File: config.mk
export PLATFORM = sky130hd
export DESIGN_NAME = btm_ctrl
export DESIGN_NICKNAME = d
export VERILOG_FILES = /design/src/sv/btm_pkg.sv /design/src/sv/btm_ctrl.sv
export SDC_FILE = /design/constraint.sdc
export NUM_CORES = 1
export LEC_CHECK = 0
export ABC_AREA = 1
export BUFFER_PORTS_ARGS = -buffer_cell sky130_fd_sc_hd__clkbuf_2
export CORE_AREA = 2 2 39 41
export CTS_CLUSTER_DIAMETER = 150
export DETAILED_ROUTE_END_ITERATION = 12
export DIE_AREA = 0 0 41 43
export HOLD_SLACK_MARGIN = 0.12
export MAX_ROUTING_LAYER = met4
export PLACE_DENSITY = 0.36
export SYNTH_ARGS = -nofsm -noshare
export SYNTH_HDL_FRONTEND = slang
export SYNTH_SLANG_ARGS = --single-unit
File: constraint.sdc
create_clock -name i_clk -period 1.2 [get_ports i_clk]
set_input_delay 0 -clock i_clk [delete_from_list [all_inputs] [get_ports i_clk]]
set_output_delay 0 -clock i_clk [all_outputs]
set_load 0.01 [all_outputs]
File: src/sv/btm_pkg.sv
// shared types, constants and helper functions of the bidirectional tape memory
package btm_pkg;

    // store depths and the span of the 13-bit signed head
    localparam int FORWARD_DEPTH = 4096;
    localparam int REVERSE_DEPTH = 4096;
    localparam int HEAD_SPAN     = 4096;

    localparam int HEAD_W   = 13;
    localparam int CELL_W   = 32;
    localparam int AMOUNT_W = 32;
    localparam int LIMIT_W  = 13;
    localparam int CFG_W    = 13;

    localparam int FWD_IDX_W = $clog2(FORWARD_DEPTH);
    localparam int REV_IDX_W = $clog2(REVERSE_DEPTH);

    // highest usable cell count on each side
    localparam int FWD_CAP = (FORWARD_DEPTH < HEAD_SPAN) ? FORWARD_DEPTH : HEAD_SPAN;
    localparam int REV_CAP = (REVERSE_DEPTH < HEAD_SPAN) ? REVERSE_DEPTH : HEAD_SPAN;

    // the clearing sweep covers the deeper store
    localparam int CLEAR_LEN = (FORWARD_DEPTH > REVERSE_DEPTH) ? FORWARD_DEPTH : REVERSE_DEPTH;
    localparam int CLR_W     = $clog2(CLEAR_LEN);

    typedef enum logic [2:0] {
        MODE_SEEK_REL = 3'd0,
        MODE_SEEK_ABS = 3'd1,
        MODE_ADD      = 3'd2,
        MODE_SET      = 3'd3,
        MODE_GET      = 3'd4
    } t_mode;

    typedef enum logic [1:0] {
        ERR_NONE     = 2'd0,
        ERR_SEEK     = 2'd1,
        ERR_OVERFLOW = 2'd2
    } t_err;

    typedef enum logic [1:0] {
        WIDTH_8  = 2'd0,
        WIDTH_16 = 2'd1,
        WIDTH_32 = 2'd2
    } t_width;

    typedef enum logic [1:0] {
        CFG_CELL_WIDTH    = 2'd0,
        CFG_WRAP_ENABLE   = 2'd1,
        CFG_FORWARD_LIMIT = 2'd2,
        CFG_REVERSE_LIMIT = 2'd3
    } t_cfg_idx;

    typedef enum logic [1:0] {
        S_CLEAR = 2'd0,
        S_IDLE  = 2'd1,
        S_READ  = 2'd2,
        S_EXEC  = 2'd3
    } t_state;

    // controller to datapath
    typedef struct packed {
        logic clear;
        logic accept;
        logic rd_en;
        logic exec;
    } t_dp_cmd;

    // datapath to controller
    typedef struct packed {
        logic clear_last;
    } t_dp_sts;

    // sign-extend the low bits of a cell at the given width (code three acts as 32)
    function automatic logic [CELL_W-1:0] sext_cell(logic [CELL_W-1:0] v, logic [1:0] w);
        logic [CELL_W-1:0] r;
        case (w)
            WIDTH_8:  r = {{24{v[7]}}, v[7:0]};
            WIDTH_16: r = {{16{v[15]}}, v[15:0]};
            default:  r = v;
        endcase
        return r;
    endfunction

    // true when a 33-bit signed sum fits the signed range of the width
    function automatic logic sum_fits(logic [CELL_W:0] s, logic [1:0] w);
        logic r;
        case (w)
            WIDTH_8:  r = (&s[CELL_W:7]) | ~(|s[CELL_W:7]);
            WIDTH_16: r = (&s[CELL_W:15]) | ~(|s[CELL_W:15]);
            default:  r = (s[CELL_W] == s[CELL_W-1]);
        endcase
        return r;
    endfunction

endpackage

File: src/sv/btm_ctrl.sv
// controller state machine of the bidirectional tape memory
module btm_ctrl (
    input  logic              i_clk,
    input  logic              i_rst_n,
    input  logic              i_in_valid,
    output logic              o_in_ready,
    output logic              o_out_valid,
    input  logic              i_out_ready,
    output btm_pkg::t_dp_cmd  o_cmd,
    input  btm_pkg::t_dp_sts  i_sts
);

    btm_pkg::t_state r_state, n_state;
    logic            r_out_valid, n_out_valid;

    always_ff @(posedge i_clk) begin
        if (!i_rst_n) begin
            r_state     <= btm_pkg::S_CLEAR;
            r_out_valid <= 1'b0;
        end else begin
            r_state     <= n_state;
            r_out_valid <= n_out_valid;
        end
    end

    always_comb begin
        n_state     = r_state;
        n_out_valid = r_out_valid & ~i_out_ready;
        o_cmd       = '0;
        o_in_ready  = 1'b0;
        case (r_state)
            btm_pkg::S_CLEAR: begin
                o_cmd.clear = 1'b1;
                if (i_sts.clear_last) begin
                    n_state = btm_pkg::S_IDLE;
                end
            end
            btm_pkg::S_IDLE: begin
                o_in_ready = 1'b1;
                if (i_in_valid) begin
                    o_cmd.accept = 1'b1;
                    n_state      = btm_pkg::S_READ;
                end
            end
            btm_pkg::S_READ: begin
                // read repeats until the result slot is free
                o_cmd.rd_en = 1'b1;
                if (!r_out_valid || i_out_ready) begin
                    n_state = btm_pkg::S_EXEC;
                end
            end
            btm_pkg::S_EXEC: begin
                o_cmd.exec  = 1'b1;
                n_out_valid = 1'b1;
                n_state     = btm_pkg::S_IDLE;
            end
            default: begin
                n_state = btm_pkg::S_CLEAR;
            end
        endcase
    end

    assign o_out_valid = r_out_valid;

endmodule

# Word level (Yosys, flattened, before mapping)

Index checks and enable logic that the tools add are counted.

Reduce and logical (&&, ||, !) cells: 4
Mux-type cells: 11
Equal/unequal tests: 6
Bitwise operators: 2

Operators by type and width:

| kind                                                             | number |
|---|---|
| 2-bit one-hot mux with 4 select lines                            | 1 |
| 1-bit two-way mux                                                | 7 |
| 2-bit two-way mux                                                | 3 |
| 2-bit inequality test (second input constant)                    | 3 |
| 2-bit == test (second input constant)                            | 2 |
| 3-bit AND reduction                                              | 1 |
| 2-bit by 1-bit == test with 1-bit output (second input constant) | 1 |
| 2-bit zero test                                                  | 1 |
| 1-bit AND                                                        | 1 |
| 1-bit zero test                                                  | 1 |
| 1-bit logical OR                                                 | 1 |
| 1-bit NOT                                                        | 1 |

Logic and storage cells: 25
Register bits: 3
Output and inout bits: 6

# Longest topological paths before layout

Gate-level depths: netlist of run 1.

Word-level depth: 4
Gate-level depth with buffers: 7
Mapped depth without buffers: 7

# Worst setup path before layout of run 1

No wires, ideal clock.

Path type: flip-flop to flip-flop
Start: register r_state[0]
End: register r_state[0]
Period minus slack after synthesis: 1,126 ps
Cell stages (with the launch flop): 8
Arrival: 1,062 ps
Path slack: 74 ps
Path through: dfxtp_1 inv_1 ha_1 nand2_2 nand2_2 nor2_2 nor2_1 nor2_1

Word-level cells in the longest chain between the ends: 3

Ends and longest elaborated chain:

| item                                        | RTL line       | RTL |
|---|---|---|
| from (decl)                                 | btm_ctrl.sv:13 | `btm_pkg::t_state r_state, n_state;` |
| from (signal assigned)                      | btm_ctrl.sv:18 | `r_state <= btm_pkg::S_CLEAR;` |
| from (signal assigned)                      | btm_ctrl.sv:21 | `r_state <= n_state;` |
| 2-bit == test, or another cell as far along | btm_ctrl.sv:31 | `case (r_state)` |
| 2-bit inequality test (no source line)      | -              |  |
| 3-bit AND reduction (no source line)        | -              |  |

Several ways; a longest one is shown, not always the timed one.
A chain may end at the register's enable or synchronous reset.

==> results of run 1 <==
sequential cells by signal, indices dropped and copies added, names as in the netlist:
| signal | flops |
|---|---|
| o_out_valid | 1 |
| r_state | 2 |
cells in the mapped netlist:
| master | number |
|---|---|
| nand3_1 | 1 |
| a21oi_1 | 1 |
| nand2_1 | 3 |
| nand2_2 | 3 |
| nor2_2 | 1 |
| nand4_1 | 2 |
| dfxtp_1 | 3 |
| inv_1 | 9 |
| nor2_1 | 5 |
| ha_1 | 5 |
per-layer routing:
metal,track usage (%),vias up,routed length [µm]
li1,-,133,-
met3,4.71,0,13
met5,-,-,0
met4,2.00,0,0
met2,10.6,4,261
met1,5.10,114,179
power groups by stage:
| stage | registers (mW) | logic (mW) | clock network [mW] |
|---|---|---|---|
| after floorplan | 0.169 | 0.261 | 0 |
| after global placement | 0.169 | 0.414 | 0 |
| after detailed placement | 0.170 | 0.408 | 0 |
| after CTS | 0.171 | 0.418 | 0.184 |
| after global routing | 0.203 | 0.503 | 0.208 |
| final | 0.193 | 0.438 | 0.173 |
worst paths after layout:
check	startpoint	to	slack [ps]	cells past startpoint
setup / recovery	r_state[1]	o_cmd[2]	90	6
hold / removal	i_sts	r_state[1]	190	6
setup reg to reg	r_state[0]	r_state[0]	100	7
hold reg to reg	r_state[1]	r_state[1]	510	2
area by class of cell:
class	count	share of cell area, %
repair buffers	14	21.5
multi-input cells	21	41.1
well taps	16	5.06
clock buffers	4	6.65
inverters	9	8.54
flip-flops and latches	3	17.1
metrics by stage:
| step | worst slack (ps) | instances | cell area (µm²) | hold WS, ps |
|---|---|---|---|---|
| after global routing | -1.25 | 67 | 395 | 218 |
| after CTS | 26.3 | 67 | 369 | 200 |
| after global placement | 5.27 | 61 | 319 | 239 |
| final | 92.3 | 67 | 395 | 192 |
| after floorplan | 73.8 | 33 | 234 | 98.0 |
| after detailed placement | 49.2 | 61 | 319 | 241 |
kinds of logic after synthesis:
logic type | count (synthesis) | synth area share, %
simple gates | 15 | 31.0
buf+inv | 9 | 14.4
compound gates | 1 | 2.14
fa+ha+maj | 5 | 26.7
flops | 3 | 25.7
worst max-delay path, stage by stage, from the launching register on:
cell and delay, ps:
dfxtp_4 350, inv_2 60, ha_4 160, buf_4 120, nand2_1 50, inv_1 30, clkbuf_2 110
what timing repair did:
item	in CTS	in global routing
endpoints found under the hold margin	3	0
hold buffers	2	0
setup endpoints to repair	1	3
resized for setup	2	7
cloned	0	0
==> impl_table.tex, run 1 <==
\begin{tabular}{lr}
\hline
Metric & Value \\
\hline
\multicolumn{2}{l}{\textbf{Floorplanning}} \\
Area of the core region & 1380 µm² \\
Starting utilization of the core area & 16.9\% \\
Full die area & 1760 µm² \\
Height of the die & 43 µm \\
Die X-Extent & 41 µm \\
Top-level I/O count & 11 \\
Row count & 14 \\
\multicolumn{2}{l}{\textbf{Final layout}} \\
Diode count & 0 \\
Most frequent standard cell in the layout excluding fill and tap cells & clkbuf\_2 \\
Final core area utilization & 28.6\% \\
Multi-input combinational cell area & 163 µm² \\
Final \#Nets & 62 \\
Synthesis-to-finish area growth & 69.0\% \\
Count of filler cells inserted in the layout & 167 \\
Footprint of the flip-flops and latches & 67.6 µm² \\
Share of layout cells above drive strength 1 & 47.1\% \\
Most used cells in the layout excluding fill and tap cells & clkbuf\_2, inv\_1, nor2\_1 \\
\multicolumn{2}{l}{\textbf{STA}} \\
Tightest slew margin relative to the limit & 92.3\% \\
Slew @ Worst Pin & 115 ps \\
Total Negative Setup Slacks & 0 ps \\
Shortest period the worst path allows & $\sim$1100 ps \\
Fin. Hold Viols & 0 \\
Period Utilization, post-route & 92.3\% \\
Total count of max-transition violations in the final report & 0 \\
Layout Skew & 0.652 ps \\
Final count of negative-setup-slack endpoints & 0 \\
Highest Clock Rate & approximately 0.90 GHz \\
\multicolumn{2}{l}{\textbf{Place}} \\
Final weighted congestion of routability-driven global placement & 0.626 \\
Buffers on Ports & 10 \\
Post-DP HPWL & 394 µm \\
\multicolumn{2}{l}{\textbf{Setup path}} \\
Type of element capturing the critical path & output pin \\
Critical Path Fanout Max & 4 \\
Worst EP arrival & around 1100 ps \\
Crit Path Category & flip-flop to output pin \\
Startpoint type of the worst setup path & flip-flop \\
Required time reported for the critical path endpoint & around 1200 ps \\
\multicolumn{2}{l}{\textbf{Power}} \\
Maximum vdd drop & 400 µV \\
Proportion of power drawn by flip-flops and latches & 24.0\% \\
Reported leakage power & between 0.2 and 0.25 nW \\
Switching power total & about 0.32 mW \\
Switching share of power & 39.9\% \\
PwrDens & 2030 nW/µm² \\
Share of total power in the clock network & 21.5\% \\
Part of the power in combinational logic & a little over half \\
Internal Pwr Total & 0.483 mW \\
Final Total Pwr & between 0.8 and 0.9 mW \\
\multicolumn{2}{l}{\textbf{Synth}} \\
Count of synthesis-stage warnings from yosys & 0 \\
Number of cells produced by synthesis & 33 \\
Dominant cell type by area after synthesis & ha\_1 \\
Mean area per synthesized cell & just over 7 µm² \\
Total standard cell area after synthesis & approximately 230 µm² \\
Part of the Yosys area used for sequential elements & approximately a quarter \\
Number of distinct library cells after synthesis & 10 \\
Net Count, Synth & 43 \\
Share of the synthesized area in the top cell type & 26.7\% \\
FF+latch count, synth & 3 \\
Top post-synthesis cells by area & ha\_1, dfxtp\_1, inv\_1 \\
\multicolumn{2}{l}{\textbf{Routing}} \\
DRT iter0 DRCs & 2 \\
Average detailed-routed wire length per instance & around 6.8 µm \\
Via count normalized by instance count & 3.75 \\
Remaining antenna violation count after routing & 0 \\
First-pass detailed-route iteration total & 2 \\
Routed vias & roughly 250 \\
DR DRC count & 0 \\
Final wirelength & 454 µm \\
\multicolumn{2}{l}{\textbf{GRT}} \\
Largest net degree at the start of global routing & 5 \\
First-pass GRT wire length & 717 µm \\
Gr ovfl total & 0 \\
Via count of the first global-routing pass & between 200 and 250 \\
Antenna violations before repair & 0 \\
Global-route usage over all layers & 6.36\% \\
\multicolumn{2}{l}{\textbf{Clocking}} \\
Clock insertion delay at the later pin of the skew report & around 230 ps \\
Number of clock sinks & 3 \\
Max H-tree Level & 1 \\
Clock buffer count from CTS & 3 \\
Post-CTS setup buffers & 0 \\
Root buffer selected by CTS & clkbuf\_4 \\
Post-CTS clock slew at the launch and capture registers of the worst setup and hold paths & 30 ps \\
TritonCTS clock tree & done \\
Max Root-Sink Buffers & 2 \\
\multicolumn{2}{l}{\textbf{Job}} \\
Number of violations of the max-capacitance limit & 0 \\
\multicolumn{2}{l}{\textbf{Hold path}} \\
Worst hold-check path type & primary input to flip-flop \\
\multicolumn{2}{l}{\textbf{Status}} \\
Status & complete, no violations \\
\hline
\end{tabular}
(Power assumes the default switching activity.)
==> run 2: changes to the inputs <==
==> constraint.sdc (replaced) <==
create_clock -name i_clk -period 1.25 [get_ports i_clk]
set_input_delay 0 -clock i_clk [delete_from_list [all_inputs] [get_ports i_clk]]
set_output_delay 0 -clock i_clk [all_outputs]
set_load 0.01 [all_outputs]
==> impl_table.tex, run 2 (synthesis gave the netlist of run 1 again) <==
\begin{tabular}{lr}
\hline
Metric & Value \\
\hline
\multicolumn{2}{l}{\textbf{Status}} \\
Status & complete, no violations \\
\multicolumn{2}{l}{\textbf{Final layout}} \\
Count of filler cells inserted in the layout & roughly 160 \\
Diode count & 0 \\
Synthesis-to-finish area growth & 53.5\% \\
Flip-flop count of the largest register after layout & 2 \\
Final core area utilization & 25.9\% \\
Most frequent standard cell in the layout excluding fill and tap cells & clkbuf\_2 \\
Register with the highest flop count & r\_state \\
Final \#Nets & $\sim$60 \\
Most used cells in the layout excluding fill and tap cells & clkbuf\_2, inv\_1, nor2\_1, ha\_1 \\
Share of layout cells above drive strength 1 & 38.0\% \\
Cell area after layout & 359 µm² \\
\multicolumn{2}{l}{\textbf{Floorplanning}} \\
Die X-Extent & 41 µm \\
Height of the die & 43 µm \\
Row count & 14 \\
Area of the core region & 1380 µm² \\
Top-level I/O count & 11 \\
Starting utilization of the core area & 16.9\% \\
Full die area & between 1500 and 2000 µm² \\
\multicolumn{2}{l}{\textbf{Power}} \\
Part of the power in combinational logic & 53.2\% \\
Reported leakage power & 0.222 nW \\
Maximum vdd drop & just over 300 µV \\
PwrDens & 1930 nW/µm² \\
Share of total power in the clock network & 23.5\% \\
Switching share of power & 39.8\% \\
Proportion of power drawn by flip-flops and latches & 23.3\% \\
Switching power total & 0.277 mW \\
Internal Pwr Total & 0.418 mW \\
\multicolumn{2}{l}{\textbf{Setup path}} \\
Critical Path Fanout Max & 3 \\
Worst flop-to-flop path startpoint & r\_state[0] \\
Capture point of the worst path & r\_state[0] \\
Worst EP arrival & 1280 ps \\
Critical path, cell by cell & inv\_1 -> ha\_1 -> nand3\_1 -> inv\_1 -> nor2\_2 -> nor2\_1 -> nor2\_1 \\
CP max stage cell & dfxtp\_1 \\
R2R cell count & 7 \\
Startpoint type of the worst setup path & flip-flop \\
Required time reported for the critical path endpoint & between 1000 and 1500 ps \\
Delay contributed by the slowest stage of the critical path & 350 ps \\
Setup slack of the worst register-to-register path & 130 ps \\
Worst reg2reg path endpoint & r\_state[0] \\
Type of element capturing the critical path & flip-flop \\
Crit Path Category & flip-flop to flip-flop \\
CP startpoint & r\_state[0] \\
\multicolumn{2}{l}{\textbf{Place}} \\
Buffers on Ports & 10 \\
Final weighted congestion of routability-driven global placement & 0.605 \\
Post-DP HPWL & 386 µm \\
Instance area after placement & 312 µm² \\
\multicolumn{2}{l}{\textbf{Routing}} \\
First-pass detailed-route iteration total & 2 \\
Remaining antenna violation count after routing & 0 \\
Via count normalized by instance count & 3.61 \\
Final wirelength & 426 µm \\
Average detailed-routed wire length per instance & about 6.5 µm \\
DRT iter0 DRCs & 1 \\
DR DRC count & 0 \\
Routed vias & 238 \\
\multicolumn{2}{l}{\textbf{STA}} \\
Highest Clock Rate & 0.895 GHz \\
Layout Skew & 0.0661 ps \\
Setup repair after global routing missed its margin & no \\
Shortest period the worst path allows & 1120 ps \\
Tightest slew margin relative to the limit & 90.6\% \\
Total count of max-transition violations in the final report & 0 \\
Period Utilization, post-route & approximately 89\% \\
Fin. Hold Viols & 0 \\
Slew @ Worst Pin & 140 ps \\
Final count of negative-setup-slack endpoints & 0 \\
Total Negative Setup Slacks & 0 ps \\
\multicolumn{2}{l}{\textbf{GRT}} \\
Gr ovfl total & 0 \\
Global-route usage over all layers & 6.56\% \\
Antenna violations before repair & 0 \\
First-pass GRT wire length & 759 µm \\
Via count of the first global-routing pass & 219 \\
Largest net degree at the start of global routing & 5 \\
\multicolumn{2}{l}{\textbf{Clocking}} \\
Max H-tree Level & 1 \\
Clock insertion delay at the later pin of the skew report & 230 ps \\
Post-CTS clock slew at the launch and capture registers of the worst setup and hold paths & 30 ps \\
TritonCTS clock tree & done \\
Post-CTS setup buffers & 0 \\
Clock buffer count from CTS & 3 \\
Root buffer selected by CTS & clkbuf\_4 \\
Number of clock sinks & 3 \\
Max Root-Sink Buffers & 2 \\
\multicolumn{2}{l}{\textbf{Hold path}} \\
Worst hold-check path type & primary input to flip-flop \\
Worst Hold Path Cells & 6 \\
\multicolumn{2}{l}{\textbf{Job}} \\
Number of violations of the max-capacitance limit & 0 \\
\hline
\end{tabular}
==> run 2: cell types whose count changed in the layout (fill, tap and decap cells not counted), sizes merged <==
cell,previous run,this run
buf,2,1
==> run 2: worst max-delay path, delay by kind of cell, from the launching register on <==
family | cells | cell delay [ps]
and+or+nand+nor | 4 | 370
DFF | 1 | 350
adders and majority gates | 1 | 210
buffers and inverters | 2 | 140
==> run 2: area by class of cell <==
| type | count | area (µm²) | share of cell area [%] |
|---|---|---|---|
| timing repair buffer | 13 | 77.6 | 21.6 |
| inverter | 9 | 33.8 | 9.41 |
| clock buffer | 4 | 26.3 | 7.32 |
| sequential | 3 | 61.3 | 17.1 |
| multi-input combinational | 21 | 140 | 39.0 |
| tap | 16 | 20.0 | 5.57 |
==> run 2: how the worst min path moves through the flow <==
stage,startpoint,endpoint,slack (ps)
after floorplan,i_in_valid,o_cmd[2],100
after global placement,i_rst_n,o_out_valid,250
after detailed placement,i_rst_n,o_out_valid,240
after CTS,i_sts,r_state[1],190
after global routing,i_sts,r_state[0],230
final,i_sts,r_state[1],180
==> run 2: power groups by stage <==
| stage | Combinational (mW) | Sequential, mW | Clock, mW |
|---|---|---|---|
| detailed placement | 0.369 | 0.162 | 0 |
| finish | 0.369 | 0.162 | 0.163 |
| global route | 0.434 | 0.169 | 0.184 |
| global placement | 0.381 | 0.163 | 0 |
| floorplan | 0.251 | 0.162 | 0 |
| CTS | 0.377 | 0.161 | 0.172 |
==> run 2: repair_timing <==
item | 4_1_cts | 5_1_grt
gates resized for setup | 0 | 1
setup endpoints to repair | 0 | 2
hold buffers | 2 | 0
hold endpoints to repair | 3 | 0
==> run 2: layer usage <==
| layer | track usage [%] | part of all wire [%] |
|---|---|---|
| met3 | 3.14 | 4.0 |
| met1 | 7.01 | 41 |
| met4 | 4.00 | 0 |
| met2 | 9.38 | 55 |
| met5 | - | 0 |
==> run 2: through the flow <==
stage                     setup slack [ps]  hold WS (ps)  total power, mW  instances
after detailed placement               114           238            0.532         60
final                                  132           182            0.694         66
after floorplan                        124          98.0            0.413         33
after global placement                67.6           246            0.544         60
after global routing                  17.5           228            0.787         66
after CTS                              101           193            0.709         66
